**config.mk**
```make
export PLATFORM = sky130hd
export DESIGN_NAME = mvna_ram
export DESIGN_NICKNAME = d
export VERILOG_FILES = /design/src/hw/rtl/mesh_vertex_normal_accumulate_macros.svh /design/src/hw/rtl/mvna_ram.sv
export SDC_FILE = /design/constraint.sdc
export NUM_CORES = 1
export LEC_CHECK = 0
export ABC_CLOCK_PERIOD_IN_PS = 2220
export BUFFER_PORTS_ARGS = -buffer_cell sky130_fd_sc_hd__buf_2
export CORE_ASPECT_RATIO = 1.75
export CORE_UTILIZATION = 55
export CTS_CLUSTER_DIAMETER = 50
export DETAILED_ROUTE_END_ITERATION = 10
export PLACE_DENSITY = 0.73
export SYNTH_ARGS = -nofsm -noshare
export SYNTH_HDL_FRONTEND = slang
export SYNTH_SLANG_ARGS = --single-unit
```
**constraint.sdc**
```tcl
create_clock -name clk_i -period 2.22 [get_ports clk_i]
set_input_delay 0.222 -clock clk_i [delete_from_list [all_inputs] [get_ports clk_i]]
set_output_delay 0.222 -clock clk_i [all_outputs]
set_load 0.01 [all_outputs]
```
**src/hw/rtl/mesh_vertex_normal_accumulate_macros.svh**
```systemverilog
// assertion helpers for the vertex normal block
`ifndef MESH_VERTEX_NORMAL_ACCUMULATE_MACROS_SVH
`define MESH_VERTEX_NORMAL_ACCUMULATE_MACROS_SVH

// same-cycle implication, checked out of reset
`define MVNA_ASSERT(lbl, ante, cons, msg) \
  lbl: assert property (@(posedge clk_i) disable iff (!rst_ni) (ante) |-> (cons)) \
    else $error(msg);

// next-cycle implication, checked out of reset
`define MVNA_ASSERT_NEXT(lbl, ante, cons, msg) \
  lbl: assert property (@(posedge clk_i) disable iff (!rst_ni) (ante) |=> (cons)) \
    else $error(msg);

`endif

```
**src/hw/rtl/mvna_ram.sv**
```systemverilog
module mvna_ram #(
  parameter int WIDTH = 8,
  parameter int DEPTH = 16
) (
  input  logic                     clk_i,
  input  logic                     we_i,
  input  logic [$clog2(DEPTH)-1:0] waddr_i,
  input  logic [WIDTH-1:0]         wdata_i,
  input  logic [$clog2(DEPTH)-1:0] raddr_i,
  output logic [WIDTH-1:0]         rdata_o
);

  logic [WIDTH-1:0] mem_q [DEPTH];

  always_ff @(posedge clk_i) begin
    if (we_i) begin
      mem_q[waddr_i] <= wdata_i;
    end
    rdata_o <= mem_q[raddr_i];
  end

endmodule

```
## Word level (Yosys, flattened, before mapping)

Memory sizes are Yosys's and may differ from the RTL's. A register that Yosys moved wholly into a read port is not among the register bits.
Cells that the tools add are included.

| operators by class | value |
|---|---|
| reductions and logical operators | 0 |
| shifts and indexed selects | 0 |
| bitwise operators | 0 |
| equality and inequality tests | 0 |
| add/subtract/negate cells | 0 |
| muxes and demuxes | 2 |
| div/mod/pow operators | 0 |
| magnitude comparators | 0 |
| $mul | 0 |

Operators with widths:

| cell | number |
|---|---|
| 1-bit 2-to-1 mux | 2 |

| storage, ports and cells | value |
|---|---|
| bits in latches | 0 |
| output and inout port bits | 8 |
| memory bits (read-only) | 0 |
| memories kept | 1 |
| bits in registers | 0 |
| logic and storage cells | 3 |
| bits in writable memories | 128 |

Memory list:

| memory | depth | bits a word | read ports | clocked after memory_dff | wr ports | line | RTL |
|---|---|---|---|---|---|---|---|
| mem_q | 16 | 8 | 1 | 1 | 1 | mvna_ram.sv:13 | `logic [WIDTH-1:0] mem_q [DEPTH];` |

## Depth between registers and ports, before layout

Gate-level depths: netlist (run 1).

| depth | value |
|---|---|
| depth after elaboration | 2 |
| gate-level depth with buffers | 5 |
| gate-level depth less buffers | 3 |

## Worst setup path before layout (run 1)

Ideal clock, no wire load.

| timing path | value |
|---|---|
| path type | input to register |
| start point | in waddr_i[2] |
| end point | mem mem_q[0][0], enable pin |
| path buffers | 0 |
| arrival time | 1.332 ns |
| stages | 2 |
| library setup time | 0.383 ns |
| setup slack | 0.505 ns |
| required time | 1.837 ns |
| cells stage by stage | or3b_2 > nor3_1 |

RTL lines:

| element | line | RTL |
|---|---|---|
| from (decl) | mvna_ram.sv:7 | `input logic [$clog2(DEPTH)-1:0] waddr_i,` |
| to (decl) | mvna_ram.sv:13 |  |

No word-level cell before the write port.

==> out/metrics.cfg, run 1 <==
[floorplan]
dieHeight_um = 130
die_x_um = 75.1
core_area_mm2 = 0.00909
initial_core_util = 0.566
die_area_mm2 = 0.00977
io_pins = 26
row_count = 46

[logic_synthesis]
syn-cell-area_mm2 = 0.00515
syn_avg_cell_area_um2 = 22.5
yosysWarnings = 0
syn_inst = 229
synthesis.nets = 247
synth.distinct_cells = 19
synth_seq_cells = 136
seq_area_frac_synth = 0.778

[clock_tree]
htreeDepth = 4
numCtsBuffers = 17
cts.path.max_buffers = 2
cts_setup_buffers = 0
clock-sinks = 136
clkTransAtPathRegs_ns = 0.06
cts-resized-gates = 0
ctsHoldBuffers = 0
insertion_delay_ns = 0.40
cts-root-buf = clkbuf_16
cts_tree = built

[detailed_routing]
antenna_left = 0
first_pass_iters = 4
drt_iter0_drc = 140
wl_per_cell_um = 22.4
via_count = 2429
route.detailed.drc = 0
viasPerCell = 5.85
wl_um = 9290

[critical_path]
ff2ff_path_depth = 3
path_class = register to register
crit_path_max_fanout = 1
start_kind = register
endpoint_kind = register
crit_required_ns = 2.51
critPathArrivalTime_ns = 1.67

[pwr]
ir_worst_vdd_mv = 0.747
power.density_mw_per_mm2 = 968
p_leak_nw = 2.09
total_power_mw = 5.90

[final_layout]
fin_nets = 300
syn_to_final_growth_pct = 18.3
layout_common_cells = 128 x edfxtp_1, 25 x buf_2, 18 x mux4_2
final_util = 0.670
fillers = 614
n_antenna_cell = 0
drive_above_1_share = 0.312
final_cell_area_mm2 = 0.00609
final_common_cell = edfxtp_1

[timing]
max_freq_mhz = 726
layout_setup_ws_ns = 0.842
finalSetupViolCount = 0
layout_worst_path_cycle_share = 0.621
rsz0062_at_grt = false
hold_viol = 0
setup_tns_ns = 0
tightest_slew_ns = 0.679
slew_violations = 0
finClkSkew_ns = 0.00615
period_needed_ns = 1.38
relSlewSlack = 0.547

[grt]
grt_max_degree = 33
overflow = 0
grt_first_pass_wirelength_um = 14400
antenna_found_initial = 0
grt_pass1_vias = 2522
grt_use_total = 0.220

[placed_design]
pre_cts_slack_ns = 0.562
place.gp.congestion = 0.797
port_buffers = 25
hpwl_um = 6190
postPlaceCellArea_mm2 = 0.00550

[job]
maxCapViolCount = 0

[outcome]
run_status = finished clean

[min_path]
hp-class = input port to register
whs_path_depth = 1

[report_power, final]
| group | switching (mW) | total (mW) | leakage [nW] | internal (mW) |
|---|---|---|---|---|
| sequential | 0.0166 | 2.89 | 1.22 | 2.87 |
| clock | 1.00 | 2.75 | 0.281 | 1.75 |
| combinational | 0.146 | 0.260 | 0.581 | 0.115 |
[critical path: stages, from the launching register on]
cell      delay, ns
edfxtp_1       0.37
mux4_1         0.52
a22oi_1        0.29
nand2_1        0.08
[cell usage after synthesis (all sizes together)]
cell | number | area (µm²)
dfxtp | 8 | 160
and2b | 1 | 7.51
a22oi | 16 | 120
or3b | 1 | 8.76
nor2 | 13 | 48.8
nand2b | 2 | 12.5
nor2b | 1 | 6.26
and2 | 1 | 6.26
nand3 | 1 | 5.00
nor3 | 4 | 20.0
edfxtp | 128 | 3840
nand3b | 2 | 15.0
nand2 | 9 | 33.8
clkdlybuf4s25 | 3 | 30.0
mux4 | 32 | 773
buf | 7 | 56.3
[registers in the layout, summed over array words and instances (netlist names)]
signal,cells
mem_q,128
rdata_o,8
[final timing paths]
kind | startpoint | slack, ns | end
setup / recovery | mem_q[1][0]$_DFFE_PP_ | 0.84 | rdata_o[0]$_DFF_P_
setup reg to reg | mem_q[1][0]$_DFFE_PP_ | 0.84 | rdata_o[0]$_DFF_P_
hold reg to reg | mem_q[14][1]$_DFFE_PP_ | 0.67 | rdata_o[1]$_DFF_P_
hold / removal | wdata_i[1] | 0.20 | mem_q[4][1]$_DFFE_PP_
[metrics by stage]
step	hold WS, ns	instances
after detailed placement	0.616	383
after floorplan	0.321	229
after global routing	0.199	415
after global placement	0.591	383
final	0.197	415
after CTS	0.191	415
[final cells by class]
cell class,instances,area (µm²),share of cell area
timing repair buffer,44,293,0.0481
clock buffer,18,429,0.0705
clock inverter,14,158,0.0259
sequential,136,4000,0.657
tap,120,150,0.0247
multi-input combinational,83,1060,0.174
[kinds of logic (layout without fill, tap and decap cells)]
family	Yosys count	count (layout)	synth area share
buffers and inverters	10	76	0.0168
and+or+nand+nor	35	35	0.0318
DFF	136	136	0.778
muxes	32	32	0.150
AOI/OAI and AO/OA	16	16	0.0233
[metal layers]
| layer | vias up | global-route usage | routed length [µm] |
|---|---|---|---|
| met4 | 0 | 0.0937 | 192 |
| met2 | 87 | 0.367 | 5150 |
| met1 | 1253 | 0.277 | 3530 |
| met5 | - | 0 | 0 |
| li1 | 1075 | - | - |
| met3 | 14 | 0.0510 | 414 |
No activity file was read; power rests on OpenSTA's default activity.
==> run 2: changes to the inputs <==
--- a/config.mk
+++ b/config.mk
@@ -5,13 +5,13 @@
 export SDC_FILE = /design/constraint.sdc
 export NUM_CORES = 1
 export LEC_CHECK = 0
-export ABC_CLOCK_PERIOD_IN_PS = 2220
+export ABC_CLOCK_PERIOD_IN_PS = 1240
 export BUFFER_PORTS_ARGS = -buffer_cell sky130_fd_sc_hd__buf_2
 export CORE_ASPECT_RATIO = 1.75
-export CORE_UTILIZATION = 55
+export CORE_UTILIZATION = 54
 export CTS_CLUSTER_DIAMETER = 50
 export DETAILED_ROUTE_END_ITERATION = 10
-export PLACE_DENSITY = 0.73
+export PLACE_DENSITY = 0.74
 export SYNTH_ARGS = -nofsm -noshare
 export SYNTH_HDL_FRONTEND = slang
 export SYNTH_SLANG_ARGS = --single-unit
==> constraint.sdc (replaced) <==
create_clock -name clk_i -period 1.24 [get_ports clk_i]
set_input_delay 0.124 -clock clk_i [delete_from_list [all_inputs] [get_ports clk_i]]
set_output_delay 0.124 -clock clk_i [all_outputs]
set_load 0.01 [all_outputs]
==> out/metrics.cfg, run 2 (synthesis gave the netlist of run 1 again) <==
[critical_path]
critPathArrivalTime_ns = 1.63  ; -0.04 ns
critPathBufInv = 0  ; unchanged
cp_slowest_cell = mux4_2
cp_cell_sequence = mux4_2 -> a22oi_2 -> nand2_1
endpoint_kind = register
crit_start = mem_q[7][4]$_DFFE_PP_
ff2ff_path_depth = 3  ; unchanged
max_stage_delay_ns = 0.56  ; +0.04 ns
regToRegEndpoint = rdata_o[4]$_DFF_P_
path_class = register to register
crit_required_ns = 1.54  ; -0.97 ns
rrSetupSlack_ns = -0.09  ; -0.93 ns
critPathTopFamily = multiplexers
crit_path_max_fanout = 1  ; unchanged
start_kind = register
timing.rr.start = mem_q[7][4]$_DFFE_PP_

[timing]
relSlewSlack = 0.387  ; -0.160
rsz0062_at_grt = true
hold_viol = 0  ; unchanged
setup_tns_ns = -0.331  ; -0.331 ns
max_freq_mhz = 754  ; +3.9%
slew_violations = 0  ; unchanged
finalSetupViolCount = 6  ; +6
layout_setup_ws_ns = -0.0860  ; -0.928 ns
layout_worst_path_cycle_share = 1.07  ; +0.449
finClkSkew_ns = 0.00536  ; -0.000787 ns
hold_ws_ns = 0.0910  ; -0.106 ns
period_needed_ns = 1.33  ; -0.0520 ns
tightest_slew_ns = 0.917  ; +0.238 ns

[floorplan]
dieHeight_um = 131  ; +0.91%
row_count = 46  ; unchanged
die_x_um = 75.8  ; +0.90%
io_pins = 26  ; unchanged
core_area_mm2 = 0.00915  ; +0.63%
die_area_mm2 = 0.00994  ; +1.8%
initial_core_util = 0.562  ; -0.00356

[final_layout]
regArea_mm2 = 0.00400  ; unchanged
fin_nets = 316  ; +5.3%
multi_input_comb_area_mm2 = 0.00109  ; +3.1%
drive_above_1_share = 0.418  ; +0.106
fillers = 551  ; -10%
layout_common_cells = 128 x edfxtp_1, 31 x buf_4, 27 x mux4_2
largest_reg_flops = 128  ; unchanged
syn_to_final_growth_pct = 21.8
largest-register = mem_q
largestRegisters = mem_q x128, rdata_o x8
final_common_cell = edfxtp_1
n_antenna_cell = 0  ; unchanged

[min_path]
worstHoldStart = wdata_i[6]
hp-class = input port to register
whs_path_depth = 1  ; unchanged
whs_endpoint = mem_q[2][6]$_DFFE_PP_

[clock_tree]
clock-sinks = 136  ; unchanged
numCtsBuffers = 17  ; unchanged
insertion_delay_ns = 0.41  ; about the same
cts-root-buf = clkbuf_16
cts_tree = built
cts.path.max_buffers = 2  ; unchanged
clkTransAtPathRegs_ns = 0.06  ; about the same
cts_setup_buffers = 0  ; unchanged
htreeDepth = 4  ; unchanged
ctsHoldBuffers = 0  ; unchanged

[grt]
grt_max_degree = 18  ; -45%
overflow = 0  ; unchanged
grt_first_pass_wirelength_um = 15800  ; +10%
grt_pass1_vias = 2776  ; +10%
grt_use_total = 0.242  ; +0.0216
antenna_found_initial = 0  ; unchanged

[pwr]
power.density_mw_per_mm2 = 1700  ; +75%
p_leak_nw = 2.14  ; +2.7%
ir_worst_vdd_mv = 1.30  ; +74%

[outcome]
violations = setup timing
run_status = complete, but fails checks

[placed_design]
hpwl_um = 6700  ; +8.3%
place.gp.congestion = 0.772  ; -3.2%
pre_cts_slack_ns = -0.287  ; -0.849 ns
port_buffers = 25  ; unchanged

[detailed_routing]
wl_per_cell_um = 24.1  ; +7.7%
antenna_left = 0  ; unchanged
via_count = 2532  ; +4.2%
route.detailed.drc = 0  ; unchanged
drt_iter0_drc = 238  ; +70%
viasPerCell = 5.87  ; +0.37%
wl_um = 10400  ; +12%
first_pass_iters = 4  ; unchanged

[job]
maxCapViolCount = 0  ; unchanged

-- run 2: worst max-delay path by stage --
stage	cells after the start	endpoint
CTS	3	rdata_o[4]$_DFF_P_
floorplan	5	rdata_o[1]$_DFF_P_
global placement	5	rdata_o[0]$_DFF_P_
finish	3	rdata_o[4]$_DFF_P_
global route	3	rdata_o[4]$_DFF_P_
detailed placement	5	rdata_o[5]$_DFF_P_
-- run 2: area by class of cell --
| class | instances | share of cell area |
|---|---|---|
| Sequential cell | 136 | 0.639 |
| Multi-Input combinational cell | 83 | 0.174 |
| Timing Repair Buffer | 60 | 0.0699 |
| Clock buffer | 18 | 0.0685 |
| Clock inverter | 14 | 0.0250 |
| Tap cell | 120 | 0.0240 |
-- run 2: metal layers --
metal,up-vias,track usage,wire length (µm)
li1,1100,-,-
met1,1299,0.281,3570
met2,114,0.401,5890
met3,19,0.0675,624
met4,0,0.115,298
met5,-,0,0
-- run 2: repair_timing --
action,4_1_cts,5_1_grt
pin swaps,2,3
resized for setup,9,7
setup endpoints to repair,8,8
-- run 2: per-stage QoR --
stage / area [µm²] / power, mW / std cells / utilization
6_report: 6270 / 10.6 / 431 / 0.685
5_1_grt: 6270 / 11.0 / 431 / 0.685
4_1_cts: 6270 / 10.7 / 431 / 0.685
3_5_place_dp: 5680 / 5.79 / 399 / 0.621
3_3_place_gp: 5680 / 5.77 / 399 / 0.621
2_1_floorplan: 5190 / 5.54 / 229 / -
-- run 2: report_power, final --
part | internal [mW] | switching, mW
Sequential | 5.14 | 0.0320
Clock | 3.13 | 1.78
Combinational | 0.247 | 0.304
Total | 8.52 | 2.12
